$ cat src/sv/nfr_pkg.sv
// shared types and constants for the numeric format recognizer
// character classes, scanner phases, queue entry and result layout; no dependencies
package nfr_pkg;

    localparam int NFR_MAX_LEN   = 4096;
    localparam int NFR_POS_CAP   = 4096;
    localparam int NFR_QDEPTH    = 2;
    localparam int NFR_CH_W      = 8;
    localparam int NFR_END_W     = 12;
    localparam int NFR_CFG_IDX_W = 8;
    localparam int NFR_CFG_W     = 64;
    localparam int NFR_NUM_DELIM = 4;
    localparam int NFR_OUT_W     = 32;

    // character codes the scanners care about
    localparam logic [7:0] CH_NUL   = 8'h00;
    localparam logic [7:0] CH_PLUS  = 8'h2b;
    localparam logic [7:0] CH_MINUS = 8'h2d;
    localparam logic [7:0] CH_DOT   = 8'h2e;
    localparam logic [7:0] CH_ZERO  = 8'h30;
    localparam logic [7:0] CH_NINE  = 8'h39;
    localparam logic [7:0] CH_LOW_E = 8'h65;
    localparam logic [7:0] CH_UP_E  = 8'h45;
    localparam logic [7:0] CH_SPACE = 8'h20;
    localparam logic [7:0] CH_TAB   = 8'h09;
    localparam logic [7:0] CH_CR    = 8'h0d;

    typedef enum logic [2:0] {
        CLS_OTHER,
        CLS_SPACE,
        CLS_SIGN,
        CLS_DIGIT,
        CLS_DOT,
        CLS_EXP,
        CLS_NUL
    } t_cls;

    typedef struct packed {
        t_cls cls;
        logic delim;
    } t_item;

    typedef enum logic [2:0] {
        IP_WS,
        IP_SIGN,
        IP_DIG,
        IP_DONE,
        IP_FAIL
    } t_int_phase;

    typedef enum logic [3:0] {
        FP_WS,
        FP_SIGN,
        FP_IDIG,
        FP_DOT0,
        FP_FDIG,
        FP_EWS,
        FP_ESIGN,
        FP_EDIG,
        FP_DONE,
        FP_FAIL
    } t_flt_phase;

    typedef struct packed {
        logic                 too_long;
        logic [NFR_END_W-1:0] flt_end;
        logic                 flt_delim;
        logic                 flt_exact;
        logic [NFR_END_W-1:0] int_end;
        logic                 int_delim;
        logic                 int_exact;
    } t_result;

    function automatic t_cls classify(input logic [7:0] c);
        t_cls k;
        if (c == CH_NUL) begin
            k = CLS_NUL;
        end else if (c == CH_SPACE || (c >= CH_TAB && c <= CH_CR)) begin
            k = CLS_SPACE;
        end else if (c == CH_PLUS || c == CH_MINUS) begin
            k = CLS_SIGN;
        end else if (c >= CH_ZERO && c <= CH_NINE) begin
            k = CLS_DIGIT;
        end else if (c == CH_DOT) begin
            k = CLS_DOT;
        end else if (c == CH_LOW_E || c == CH_UP_E) begin
            k = CLS_EXP;
        end else begin
            k = CLS_OTHER;
        end
        return k;
    endfunction

endpackage

$ cat src/sv/nfr_front.sv
// front end: holds the delimiter set and classifies each incoming character
// depends on nfr_pkg
module nfr_front (
    input  logic                           i_clk,
    input  logic                           i_rst_n,
    input  logic                           i_cfg_valid,
    input  logic [nfr_pkg::NFR_CFG_IDX_W-1:0] i_cfg_index,
    input  logic [nfr_pkg::NFR_CFG_W-1:0]  i_cfg_data,
    input  logic [nfr_pkg::NFR_CH_W-1:0]   i_ch,
    output nfr_pkg::t_item                 o_item
);
    import nfr_pkg::*;

    logic [NFR_CFG_W-1:0] r_delim [NFR_NUM_DELIM];

    always_ff @(posedge i_clk) begin
        if (!i_rst_n) begin
            for (int k = 0; k < NFR_NUM_DELIM; k++) begin
                r_delim[k] <= '0;
            end
        end else if (i_cfg_valid && i_cfg_index < NFR_CFG_IDX_W'(NFR_NUM_DELIM)) begin
            r_delim[i_cfg_index[1:0]] <= i_cfg_data;
        end
    end

    // nul always counts as a delimiter
    always_comb begin
        o_item.cls   = classify(i_ch);
        o_item.delim = (i_ch == CH_NUL) | r_delim[i_ch[7:6]][i_ch[5:0]];
    end

endmodule

$ cat src/sv/nfr_queue.sv
// short queue of classified characters between front and back
// depends on nfr_pkg
module nfr_queue #(
    parameter int DEPTH = nfr_pkg::NFR_QDEPTH
) (
    input  logic           i_clk,
    input  logic           i_rst_n,
    input  logic           i_push,
    input  nfr_pkg::t_item i_item,
    output logic           o_ready,
    input  logic           i_pop,
    output logic           o_valid,
    output nfr_pkg::t_item o_item
);
    import nfr_pkg::*;

    localparam int PTR_W = (DEPTH > 1) ? $clog2(DEPTH) : 1;
    localparam int CNT_W = $clog2(DEPTH + 1);

    t_item            r_mem [DEPTH];
    logic [PTR_W-1:0] r_wr;
    logic [PTR_W-1:0] r_rd;
    logic [CNT_W-1:0] r_cnt;
    logic             w_push;
    logic             w_pop;

    assign o_ready = (r_cnt != CNT_W'(DEPTH));
    assign o_valid = (r_cnt != '0);
    assign o_item  = r_mem[r_rd];
    assign w_push  = i_push && o_ready;
    assign w_pop   = i_pop && o_valid;

    always_ff @(posedge i_clk) begin
        if (w_push) begin
            r_mem[r_wr] <= i_item;
        end
    end

    always_ff @(posedge i_clk) begin
        if (!i_rst_n) begin
            r_wr  <= '0;
            r_rd  <= '0;
            r_cnt <= '0;
        end else begin
            if (w_push) begin
                r_wr <= (r_wr == PTR_W'(DEPTH - 1)) ? '0 : r_wr + 1'b1;
            end
            if (w_pop) begin
                r_rd <= (r_rd == PTR_W'(DEPTH - 1)) ? '0 : r_rd + 1'b1;
            end
            if (w_push && !w_pop) begin
                r_cnt <= r_cnt + 1'b1;
            end else if (w_pop && !w_push) begin
                r_cnt <= r_cnt - 1'b1;
            end
        end
    end

endmodule

$ cat src/sv/nfr_back.sv
// back end: integer and float scanners, position counter and result register
// depends on nfr_pkg
module nfr_back #(
    parameter int LEN_LIMIT = nfr_pkg::NFR_POS_CAP
) (
    input  logic            i_clk,
    input  logic            i_rst_n,
    input  logic            i_valid,
    input  nfr_pkg::t_item  i_item,
    output logic            o_pop,
    output logic            o_valid,
    input  logic            i_ready,
    output nfr_pkg::t_result o_result
);
    import nfr_pkg::*;

    localparam int POS_W = $clog2(LEN_LIMIT);

    t_int_phase       r_ip, n_ip;
    t_flt_phase       r_fp, n_fp;
    logic [POS_W-1:0] r_pos;
    logic [POS_W-1:0] r_istop, n_istop;
    logic [POS_W-1:0] r_fstop, n_fstop;
    logic             r_iverd, n_iverd;
    logic             r_fverd, n_fverd;
    logic             r_ovf;
    logic             r_out_valid;
    t_result          r_out;
    t_result          n_out;
    logic             w_nul;
    logic             w_digit;

    assign w_nul   = (i_item.cls == CLS_NUL);
    assign w_digit = (i_item.cls == CLS_DIGIT);
    // a nul waits only for room in the result register
    assign o_pop   = i_valid && (!w_nul || !r_out_valid || i_ready);
    assign o_valid  = r_out_valid;
    assign o_result = r_out;

    always_comb begin
        n_ip    = r_ip;
        n_istop = r_istop;
        n_iverd = r_iverd;
        case (r_ip)
            IP_WS: begin
                if (i_item.cls == CLS_SPACE) begin
                    n_ip = IP_WS;
                end else if (i_item.cls == CLS_SIGN) begin
                    n_ip = IP_SIGN;
                end else if (w_digit) begin
                    n_ip = IP_DIG;
                end else begin
                    n_ip = IP_FAIL;
                end
            end
            IP_SIGN: begin
                n_ip = w_digit ? IP_DIG : IP_FAIL;
            end
            IP_DIG: begin
                if (!w_digit) begin
                    n_ip    = IP_DONE;
                    n_istop = r_pos;
                    n_iverd = i_item.delim;
                end
            end
            default: begin
                n_ip = r_ip;
            end
        endcase
    end

    always_comb begin
        n_fp    = r_fp;
        n_fstop = r_fstop;
        n_fverd = r_fverd;
        case (r_fp)
            FP_WS, FP_SIGN: begin
                if (r_fp == FP_WS && i_item.cls == CLS_SPACE) begin
                    n_fp = FP_WS;
                end else if (r_fp == FP_WS && i_item.cls == CLS_SIGN) begin
                    n_fp = FP_SIGN;
                end else if (w_digit) begin
                    n_fp = FP_IDIG;
                end else if (i_item.cls == CLS_DOT) begin
                    n_fp = FP_DOT0;
                end else begin
                    n_fp = FP_FAIL;
                end
            end
            FP_IDIG: begin
                if (w_digit) begin
                    n_fp = FP_IDIG;
                end else if (i_item.cls == CLS_DOT) begin
                    n_fp = FP_FDIG;
                end else if (i_item.cls == CLS_EXP) begin
                    n_fp = FP_EWS;
                end else begin
                    n_fp    = FP_DONE;
                    n_fstop = r_pos;
                    n_fverd = i_item.delim;
                end
            end
            FP_DOT0: begin
                n_fp = w_digit ? FP_FDIG : FP_FAIL;
            end
            FP_FDIG: begin
                if (w_digit) begin
                    n_fp = FP_FDIG;
                end else if (i_item.cls == CLS_EXP) begin
                    n_fp = FP_EWS;
                end else begin
                    n_fp    = FP_DONE;
                    n_fstop = r_pos;
                    n_fverd = i_item.delim;
                end
            end
            FP_EWS: begin
                if (i_item.cls == CLS_SPACE) begin
                    n_fp = FP_EWS;
                end else if (i_item.cls == CLS_SIGN) begin
                    n_fp = FP_ESIGN;
                end else if (w_digit) begin
                    n_fp = FP_EDIG;
                end else begin
                    n_fp = FP_FAIL;
                end
            end
            FP_ESIGN: begin
                n_fp = w_digit ? FP_EDIG : FP_FAIL;
            end
            FP_EDIG: begin
                if (!w_digit) begin
                    n_fp    = FP_DONE;
                    n_fstop = r_pos;
                    n_fverd = i_item.delim;
                end
            end
            default: begin
                n_fp = r_fp;
            end
        endcase
    end

    // result for a nul, taken from the state after the nul itself was scanned
    always_comb begin
        n_out = '0;
        if (r_ovf) begin
            n_out.too_long = 1'b1;
        end else begin
            if (n_ip == IP_DONE) begin
                n_out.int_exact = (n_istop == r_pos);
                n_out.int_delim = n_iverd;
                n_out.int_end   = NFR_END_W'(n_istop);
            end
            if (n_fp == FP_DONE) begin
                n_out.flt_exact = (n_fstop == r_pos);
                n_out.flt_delim = n_fverd;
                n_out.flt_end   = NFR_END_W'(n_fstop);
            end
        end
    end

    always_ff @(posedge i_clk) begin
        if (o_pop && w_nul) begin
            r_out <= n_out;
        end
    end

    always_ff @(posedge i_clk) begin
        if (!i_rst_n) begin
            r_ip        <= IP_WS;
            r_fp        <= FP_WS;
            r_pos       <= '0;
            r_istop     <= '0;
            r_fstop     <= '0;
            r_iverd     <= 1'b0;
            r_fverd     <= 1'b0;
            r_ovf       <= 1'b0;
            r_out_valid <= 1'b0;
        end else begin
            if (o_pop && w_nul) begin
                r_out_valid <= 1'b1;
            end else if (i_ready) begin
                r_out_valid <= 1'b0;
            end
            if (o_pop) begin
                if (w_nul) begin
                    r_ip    <= IP_WS;
                    r_fp    <= FP_WS;
                    r_pos   <= '0;
                    r_istop <= '0;
                    r_fstop <= '0;
                    r_iverd <= 1'b0;
                    r_fverd <= 1'b0;
                    r_ovf   <= 1'b0;
                end else if (!r_ovf) begin
                    if (r_pos == POS_W'(LEN_LIMIT - 1)) begin
                        r_ovf <= 1'b1;
                    end else begin
                        r_ip    <= n_ip;
                        r_fp    <= n_fp;
                        r_istop <= n_istop;
                        r_fstop <= n_fstop;
                        r_iverd <= n_iverd;
                        r_fverd <= n_fverd;
                        r_pos   <= r_pos + 1'b1;
                    end
                end
            end
        end
    end

endmodule

$ cat src/sv/numeric_format_recognizer.sv
// top level of the numeric format recognizer
// depends on nfr_pkg, nfr_front, nfr_queue, nfr_back
//
// Takes a NUL-terminated string one character per transaction and, at the NUL, returns
// one result saying whether the string is an integer and/or a float, exact or ending at a
// delimiter, with the stop offsets. Every character is classified on arrival (delimiter
// membership uses the set as it stands then) and written to a two-entry queue; the scanner
// stage takes one queued character per cycle unless it holds a NUL, so the block sustains
// one character per clock while the result stream is not stalled. A result is registered
// when the scanner stage pops its NUL from the queue; the scanner stage holds a NUL only
// while the result register is still full. Strings of LEN_LIMIT = min(MAX_LEN, 4096)
// characters or more report too_long with all other fields zero.
module numeric_format_recognizer #(
    parameter int MAX_LEN = nfr_pkg::NFR_MAX_LEN,
    parameter int QDEPTH  = nfr_pkg::NFR_QDEPTH
) (
    input  logic                              i_clk,
    input  logic                              i_rst_n,
    input  logic                              i_cfg_valid,
    output logic                              o_cfg_ready,
    input  logic [nfr_pkg::NFR_CFG_IDX_W-1:0] i_cfg_index,
    input  logic [nfr_pkg::NFR_CFG_W-1:0]     i_cfg_data,
    input  logic                              i_s_tvalid,
    output logic                              o_s_tready,
    input  logic [nfr_pkg::NFR_CH_W-1:0]      i_s_tdata,  // [7:0] ch
    output logic                              o_m_tvalid,
    input  logic                              i_m_tready,
    // [0] int_exact, [1] int_delim, [13:2] int_end, [14] flt_exact, [15] flt_delim,
    // [27:16] flt_end, [28] too_long, [31:29] zero
    output logic [nfr_pkg::NFR_OUT_W-1:0]     o_m_tdata
);
    import nfr_pkg::*;

    localparam int LEN_LIMIT = (MAX_LEN < NFR_POS_CAP) ? MAX_LEN : NFR_POS_CAP;

    t_item   w_front_item;
    t_item   w_q_item;
    logic    w_q_ready;
    logic    w_q_valid;
    logic    w_pop;
    t_result w_result;

    assign o_cfg_ready = 1'b1;
    assign o_s_tready  = w_q_ready;
    assign o_m_tdata   = NFR_OUT_W'(w_result);

    nfr_front u_front (
        .i_clk       (i_clk),
        .i_rst_n     (i_rst_n),
        .i_cfg_valid (i_cfg_valid),
        .i_cfg_index (i_cfg_index),
        .i_cfg_data  (i_cfg_data),
        .i_ch        (i_s_tdata),
        .o_item      (w_front_item)
    );

    nfr_queue #(
        .DEPTH (QDEPTH)
    ) u_queue (
        .i_clk   (i_clk),
        .i_rst_n (i_rst_n),
        .i_push  (i_s_tvalid),
        .i_item  (w_front_item),
        .o_ready (w_q_ready),
        .i_pop   (w_pop),
        .o_valid (w_q_valid),
        .o_item  (w_q_item)
    );

    nfr_back #(
        .LEN_LIMIT (LEN_LIMIT)
    ) u_back (
        .i_clk    (i_clk),
        .i_rst_n  (i_rst_n),
        .i_valid  (w_q_valid),
        .i_item   (w_q_item),
        .o_pop    (w_pop),
        .o_valid  (o_m_tvalid),
        .i_ready  (i_m_tready),
        .o_result (w_result)
    );

endmodule

$ cat config.mk
export PLATFORM = sky130hd
export DESIGN_NAME = numeric_format_recognizer
export DESIGN_NICKNAME = d
export VERILOG_FILES = /design/src/sv/nfr_pkg.sv /design/src/sv/nfr_front.sv /design/src/sv/nfr_queue.sv /design/src/sv/nfr_back.sv /design/src/sv/numeric_format_recognizer.sv
export SDC_FILE = /design/constraint.sdc
export NUM_CORES = 1
export LEC_CHECK = 0
export CELL_PAD_IN_SITES_DETAIL_PLACEMENT = 1
export CELL_PAD_IN_SITES_GLOBAL_PLACEMENT = 1
export CORE_MARGIN = 5
export CORE_UTILIZATION = 56
export DETAILED_ROUTE_END_ITERATION = 7
export DONT_BUFFER_PORTS = 1
export PLACE_DENSITY_LB_ADDON = 0.25
export SLEW_MARGIN = 10
export SYNTH_ARGS = -nofsm -noshare
export SYNTH_HDL_FRONTEND = slang
export SYNTH_HIERARCHICAL = 1
export SYNTH_SLANG_ARGS = --single-unit
$ cat constraint.sdc
create_clock -name i_clk -period 10.75 [get_ports i_clk]
set_clock_uncertainty 0.1 [all_clocks]
set_input_delay 0 -clock i_clk [delete_from_list [all_inputs] [get_ports i_clk]]
set_output_delay 0 -clock i_clk [all_outputs]
set_load 0.1 [all_outputs]
# == Yosys cells after proc, flatten, opt, wreduce, memory -nomap -nowiden ==
# Memory sizes are Yosys's and may differ from the RTL's. A register that Yosys moved wholly into a read port is not among the register bits.
# Cells that the tools add are included.
# word_totals
regBits,80
ramBits,264
out_inout_bits,35
mem_count,2
# memory_table
name,words,width,rd,rd_ports_with_merged_regs,write_ports,line_no,rtl
u_front.r_delim,4,64,1,0,4,nfr_front.sv:14,logic [NFR_CFG_W-1:0] r_delim [NFR_NUM_DELIM];
u_queue.r_mem,2,4,1,1,1,nfr_queue.sv:20,t_item r_mem [DEPTH];
# op_classes
n_addsub,5
order_cmp,6
eq_ne,29
mux,85
bitwise,3
reduce_logical,31
# ops
cell,count
2-to-1 mux 12 bit,16
2-to-1 mux 4 bit,16
2-to-1 mux 64 bit,1
OR reduction 64 bit,1
2-to-1 mux 3 bit,13
case mux 12 bit (3 select lines),1
"== test 8 x 6 -> 1 bit, second input constant",4
2-to-1 mux 1 bit,31
case mux 4 bit (7 select lines),1
== test 12 bit,2
"== test 4 x 3 -> 1 bit, second input constant",4
"== test 8 x 7 -> 1 bit, second input constant",2
"adder 12 x 1 -> 12 bit, second input constant",1
"== test 12 bit, second input constant",1
"== test 3 x 2 -> 1 bit, second input constant",4
logical AND 1 bit,11
"== test 3 bit, second input constant",3
case mux 3 bit (3 select lines),1
"== test 4 x 2 -> 1 bit, second input constant",2
">= comparator 8 x 4 -> 1 bit, second input constant",1
">= comparator 8 x 6 -> 1 bit, second input constant",1
"less-or-equal comparator 8 x 4 -> 1 bit, second input constant",1
"less-or-equal comparator 8 x 6 -> 1 bit, second input constant",1
zero test 8 bit,1
22 further kinds,39

# == Longest topological paths before layout ==
# logic_depth
ltp_word,9
depth_mapped,10
mapped_depth_nobuf,9

# == Cells and area by module ==
# Netlist, hierarchy kept.
# modules_own_cells
module,n_inst,cells_per_inst,area_each_um2,seq_area_each_um2
nfr_front,1,778,11858.9,7687.4
nfr_back,1,466,4247.8,1811.7
nfr_queue,1,37,519.2,340.3
numeric_format_recognizer,1,6,37.5,0.0

# == Worst setup path after synthesis ==
# Ideal clock, no wire load.
# synth_path
kind,in2reg
startpoint,input port i_cfg_index[5] (netlist bit)
endpoint,memory u_front.r_delim[2][0] (enable)
t_arrival_ns,2.950
required_time_ns,10.217
setup_slack_ns,7.267
stages,6
n_path_buf,1
cell_sequence,or4b_1 -> nor4_2 -> nand2_1 -> nor3b_1 -> buf_2 -> nand2b_1
# synth_lines
element,line_no,rtl
from (decl),numeric_format_recognizer.sv:21,"input logic [nfr_pkg::NFR_CFG_IDX_W-1:0] i_cfg_index,"
to (decl),nfr_front.sv:14,

==> summary by stage <==
Outcome
The run finished with clean final reports.

Power
The switching power is around 990 uW. For this design the static power due to leakage is 6.771 nW. Dividing total power by cell area gives a power density of ~180 mW/mm2. The internal power of the cells totals 2.421 mW. The clock group share of total power is 35.8%. The largest voltage drop on the vdd net is 114.5 uV. The logic gate share of total power is ~16%. The switching share of total power is 29.05%. The part of the total power dissipated in sequential elements is 48.7%.

Floorplanning
The height of the die is 182.5 um. The floorplan has 63 rows. The I/O pin count is 120. The core area is slightly below 0.03 mm2. The die covers roughly 0.033 mm2. The die is around 180 um wide. For this configuration, the core starts out at a cell density of ~57%.

Placed design
The placed wire-length estimate is 25,090 um. The final weighted congestion in routability-driven placement is 0.8071. Input and output buffers added on the ports amount to 0.

Clock tree
The TritonCTS clock tree is yes. The number of CTS-inserted buffers is 37. The post-CTS setup repair buffer count is 0. No sink is reached through more buffers than the 3 on the longest clock path.

Clock latency on the worst-skew pair, taken at its later pin, is 0.53 ns. The number of clock sinks is about 350. After clock tree synthesis, the clock-pin slew on the worst setup and hold paths is around 0.060 ns. The H-tree depth reported by CTS is 2. The buffer cell driving the clock tree root is sky130_fd_sc_hd__clkbuf_16.

Setup path
The data required time of the worst path is roughly 11 ns. The endpoint of the worst register-to-register path is u_back/r_fp[1]$_SDFFE_PN0P_. The maximum fanout along the worst path is 33. STA classifies the critical path endpoint as a flip-flop. For flop-to-flop paths, the worst setup slack is 7.28 ns. The worst endpoint data arrival time is approximately 3.8 ns.

The type of origin of the critical path is a flip-flop. By startpoint and endpoint, the worst setup path is classified as flip-flop to flip-flop. The number of cells on the worst reg-to-reg path is 8.

Yosys
After synthesis, the largest family of logic cells by area is simple AND/OR/NAND/NOR gates. The area fraction of the dominant cell type after synthesis is 52.80%. Counting flops with an async set or reset pin after synthesis yields a share of 0%. In the synthesized netlist the dominant register cell turns out to be sky130_fd_sc_hd__edfxtp_1. The cell area that synthesis handed to floorplanning was roughly 0.017 mm2. The cell taking the most area after synthesis is sky130_fd_sc_hd__edfxtp_1.

The post-synthesis cell count is 1,287. Multiplexer cells account for 9.769% of the synthesized area. Of the total synthesized cell area, the portion taken by AND, OR, NAND and NOR gates is between 10% and 20%.

Synthesis instantiated a little over 80 different standard cells from the library. The sequential fraction of the synthesis area is 59.05%. The synthesized design contains a little under 300 enable-type register cells. The area share of xor/xnor cells in the synthesized design is between 1.5 and 2%. The number of warnings printed during yosys synthesis is 6. The synthesized netlist devotes 8.342% of its cell area to compound gates. The average instance area after synthesis is between 10 and 15 um2. Yosys attributes the largest share of cell area to sky130_fd_sc_hd__edfxtp_1, sky130_fd_sc_hd__and2_1, sky130_fd_sc_hd__mux4_2, sky130_fd_sc_hd__dfxtp_1, sky130_fd_sc_hd__and3_1.

In this run, synthesis produced a sequential element count of approximately 350. The synthesized netlist devotes less than 1% of its cell area to adder and majority cells.

STA
The top achievable clock speed is 288.4 MHz. Setup repair after global routing left no endpoint under its margin. The relative slew slack is a little over a quarter.

The shortest clock period the worst path allows after layout is ~3.5 ns. For the final routed database, the setup TNS stands at 0 ns. The worst-margin pin slew is ~1.1 ns. After layout, the worst path uses around 32% of the clock period. The count of endpoints failing hold in the final timing report was 0. The final-report max-slew violation count came to 0. The final number of setup-violating endpoints is 0.

Min path
The min-delay analysis places its worst path in the category input pin to flip-flop. The worst hold path begins at i_s_tdata[4]. The endpoint of the worst hold path is u_queue/r_mem[1][0]$_DFFE_PP_.

The instance count along the most critical hold path is 3.

Cells and area
The fill cell total of the finished layout is roughly 2,800. The net count reported at finish is ~1,400. Cells with a size suffix above 1 make up between 10% and 20% of the layout. The synthesis-to-layout area growth is 12.33%. The core utilization of the finished layout is around 63%.

Run
Across the run, the number of max-cap violations was 0.

GRT
The via count of the first global-routing pass is approximately 12,000. The total congestion overflow is 0. Entering global routing, the biggest net connects ~80 pins. Across every metal layer, demand over resource in global routing totals around 27%. The number of antenna violations at the first check in global routing came to 4.

The global-route wire length before repair is 69,670 um.

Route
The count of nets left with antenna violations once routing finished came out at 0. Detailed routing inserted a total of about 11,000 vias. Dividing the detail-routed wire length by the instance count gives roughly 26 um. In the routed design, unresolved DRC markers number 0. The overall routed net length is ~45,000 um. The ratio of routed vias to standard cells is ~6.4. Before antenna repair, the detailed router went through 5 iterations. The number of design-rule violations left by the first detailed-router iteration is 969.
worst max-delay path, stage by stage (launching register included):
cell and delay (ns):
sky130_fd_sc_hd__dfxtp_1 0.40, sky130_fd_sc_hd__mux2_2 0.48, sky130_fd_sc_hd__and3b_1 0.24, sky130_fd_sc_hd__nand3_1 0.13, sky130_fd_sc_hd__inv_2 0.56, sky130_fd_sc_hd__a21o_1 0.56, sky130_fd_sc_hd__o22ai_1 0.14, sky130_fd_sc_hd__and2_1 0.19
sky130_fd_sc_hd__dlygate4sd3_1 0.55
cell usage in the layout (no fill, tap or decap), types with 11 or more instances in the layout:
cell                              n
sky130_fd_sc_hd__a21oi_1         34
sky130_fd_sc_hd__a221o_1         12
sky130_fd_sc_hd__a22o_1          13
sky130_fd_sc_hd__and2_1         198
sky130_fd_sc_hd__and3_1          70
sky130_fd_sc_hd__clkbuf_16       37
sky130_fd_sc_hd__dfxtp_1         52
sky130_fd_sc_hd__dlygate4sd3_1   85
sky130_fd_sc_hd__edfxtp_1       293
sky130_fd_sc_hd__inv_1           14
sky130_fd_sc_hd__mux2i_1         40
sky130_fd_sc_hd__mux4_2          51
sky130_fd_sc_hd__nand2_1         67
sky130_fd_sc_hd__nand3_1         31
sky130_fd_sc_hd__nor2_1          50
sky130_fd_sc_hd__nor4_1          11
sky130_fd_sc_hd__o21ai_0         29
sky130_fd_sc_hd__xor2_1          27
cells in the mapped netlist, types with 3 or more instances:
master,n
sky130_fd_sc_hd__edfxtp_1,293
sky130_fd_sc_hd__and2_1,198
sky130_fd_sc_hd__and3_1,70
sky130_fd_sc_hd__nand2_1,69
sky130_fd_sc_hd__clkbuf_1,58
sky130_fd_sc_hd__dfxtp_1,52
sky130_fd_sc_hd__mux4_2,51
sky130_fd_sc_hd__nor2_1,50
sky130_fd_sc_hd__mux2i_1,40
sky130_fd_sc_hd__a21oi_1,34
sky130_fd_sc_hd__nand3_1,31
sky130_fd_sc_hd__o21ai_0,29
sky130_fd_sc_hd__xor2_1,27
sky130_fd_sc_hd__buf_2,24
sky130_fd_sc_hd__inv_1,14
sky130_fd_sc_hd__a22o_1,13
sky130_fd_sc_hd__a221o_1,12
sky130_fd_sc_hd__nor4_1,11
sky130_fd_sc_hd__a211oi_1,10
sky130_fd_sc_hd__a211oi_2,10
sky130_fd_sc_hd__buf_4,10
sky130_fd_sc_hd__buf_6,10
sky130_fd_sc_hd__nand2b_1,9
sky130_fd_sc_hd__o211ai_1,9
sky130_fd_sc_hd__a22oi_1,8
sky130_fd_sc_hd__nand4_1,8
sky130_fd_sc_hd__or3_1,8
sky130_fd_sc_hd__a221oi_1,7
sky130_fd_sc_hd__mux2_2,7
sky130_fd_sc_hd__nand3b_1,7
sky130_fd_sc_hd__o22ai_1,7
sky130_fd_sc_hd__o31ai_1,7
sky130_fd_sc_hd__nor3_1,6
sky130_fd_sc_hd__a31oi_1,5
sky130_fd_sc_hd__clkbuf_2,5
sky130_fd_sc_hd__or4_1,5
sky130_fd_sc_hd__nor2b_1,4
sky130_fd_sc_hd__or2_2,4
sky130_fd_sc_hd__a2111oi_0,3
sky130_fd_sc_hd__a311oi_1,3
sky130_fd_sc_hd__a41oi_1,3
sky130_fd_sc_hd__nor3b_1,3
sky130_fd_sc_hd__o2111ai_1,3
worst max-delay path by stage:
stage                               from                                   end  cells past startpoint
after floorplan           i_cfg_index[5]   u_front/r_delim[2][0]$_SDFFCE_PN0P_                      6
after global placement    i_cfg_index[5]  u_front/r_delim[1][56]$_SDFFCE_PN0P_                      6
after detailed placement  i_cfg_index[5]  u_front/r_delim[1][32]$_SDFFCE_PN0P_                      6
after CTS                      flip-flop           u_back/r_fp[1]$_SDFFE_PN0P_                      8
after global routing           flip-flop           u_back/r_fp[1]$_SDFFE_PN0P_                      8
final                          flip-flop           u_back/r_fp[1]$_SDFFE_PN0P_                      8
what timing repair did:
item	4_1_cts	5_1_grt
endpoints found under the hold margin	308	0
hold buffers	86	0
resized for setup	0	0
power groups by stage:
| stage | Sequential, mW | Clock [mW] | Combinational [mW] |
|---|---|---|---|
| 2_1_floorplan | 1.65 | 0 | 0.438 |
| 3_3_place_gp | 1.68 | 0 | 0.469 |
| 3_5_place_dp | 1.69 | 0 | 0.481 |
| 4_1_cts | 1.66 | 1.24 | 0.526 |
| 5_1_grt | 1.67 | 1.31 | 0.568 |
| 6_report | 1.66 | 1.22 | 0.532 |
cell families (layout without fill, tap and decap cells):
family,Yosys count,after routing
simple gates,501,501
flops,345,345
compound gates,183,183
buf+inv,127,176
mux,98,98
xor+xnor,29,29
fa+ha+maj,2,2
other cells,2,6
metal layers:
metal	wire (um)	share of wire (%)	vias up	GRT usage, %
li1	-	-	4866	-
met1	17570	39	5737	33.82
met2	23150	52	419	47.58
met3	2714	6.1	94	4.325
met4	1336	3.0	4	8.406
met5	21	0.047	-	0
flip-flops by register name, indices dropped and copies added, names as in the netlist, named ones only:
name	count
u_queue/r_cnt	2
u_back/r_ovf	1
u_back/o_result	29
u_back/o_valid	1
u_back/r_fverd	1
u_queue/r_mem	8
u_queue/r_wr	1
u_back/r_fp	4
u_back/r_ip	3
u_back/r_pos	12
u_front/r_delim	256
u_back/r_istop	12
u_queue/r_rd	1
u_back/r_iverd	1
u_back/r_fstop	12
layout make-up:
class / count / area [um2] / share of cell area (%)
flip-flops and latches: 345 / 9839 / 52.57
clock buffers: 46 / 959.7 / 5.127
well taps: 390 / 488.0 / 2.607
repair buffers: 95 / 945.9 / 5.053
multi-input cells: 817 / 6246 / 33.37
clock inverters: 18 / 170.2 / 0.9091
diodes: 2 / 5.005 / 0.02674
inverters: 17 / 63.81 / 0.3409
per-stage QoR:
| step | hold slack (ns) | worst slack, ns | std cells | power [mW] | instance area [um2] |
|---|---|---|---|---|---|
| after floorplan | 0.07365 | 7.267 | 1289 | 2.092 | 16670 |
| after global placement | 0.04973 | 7.513 | 1578 | 2.149 | 16700 |
| after detailed placement | 0.05841 | 7.393 | 1578 | 2.168 | 16700 |
| after CTS | 0.006100 | 7.300 | 1728 | 3.422 | 18710 |
| after global routing | 0.04790 | 7.080 | 1730 | 3.546 | 18720 |
| final | 0.05064 | 7.283 | 1730 | 3.413 | 18720 |
Power figures use the tool's default switching activity.
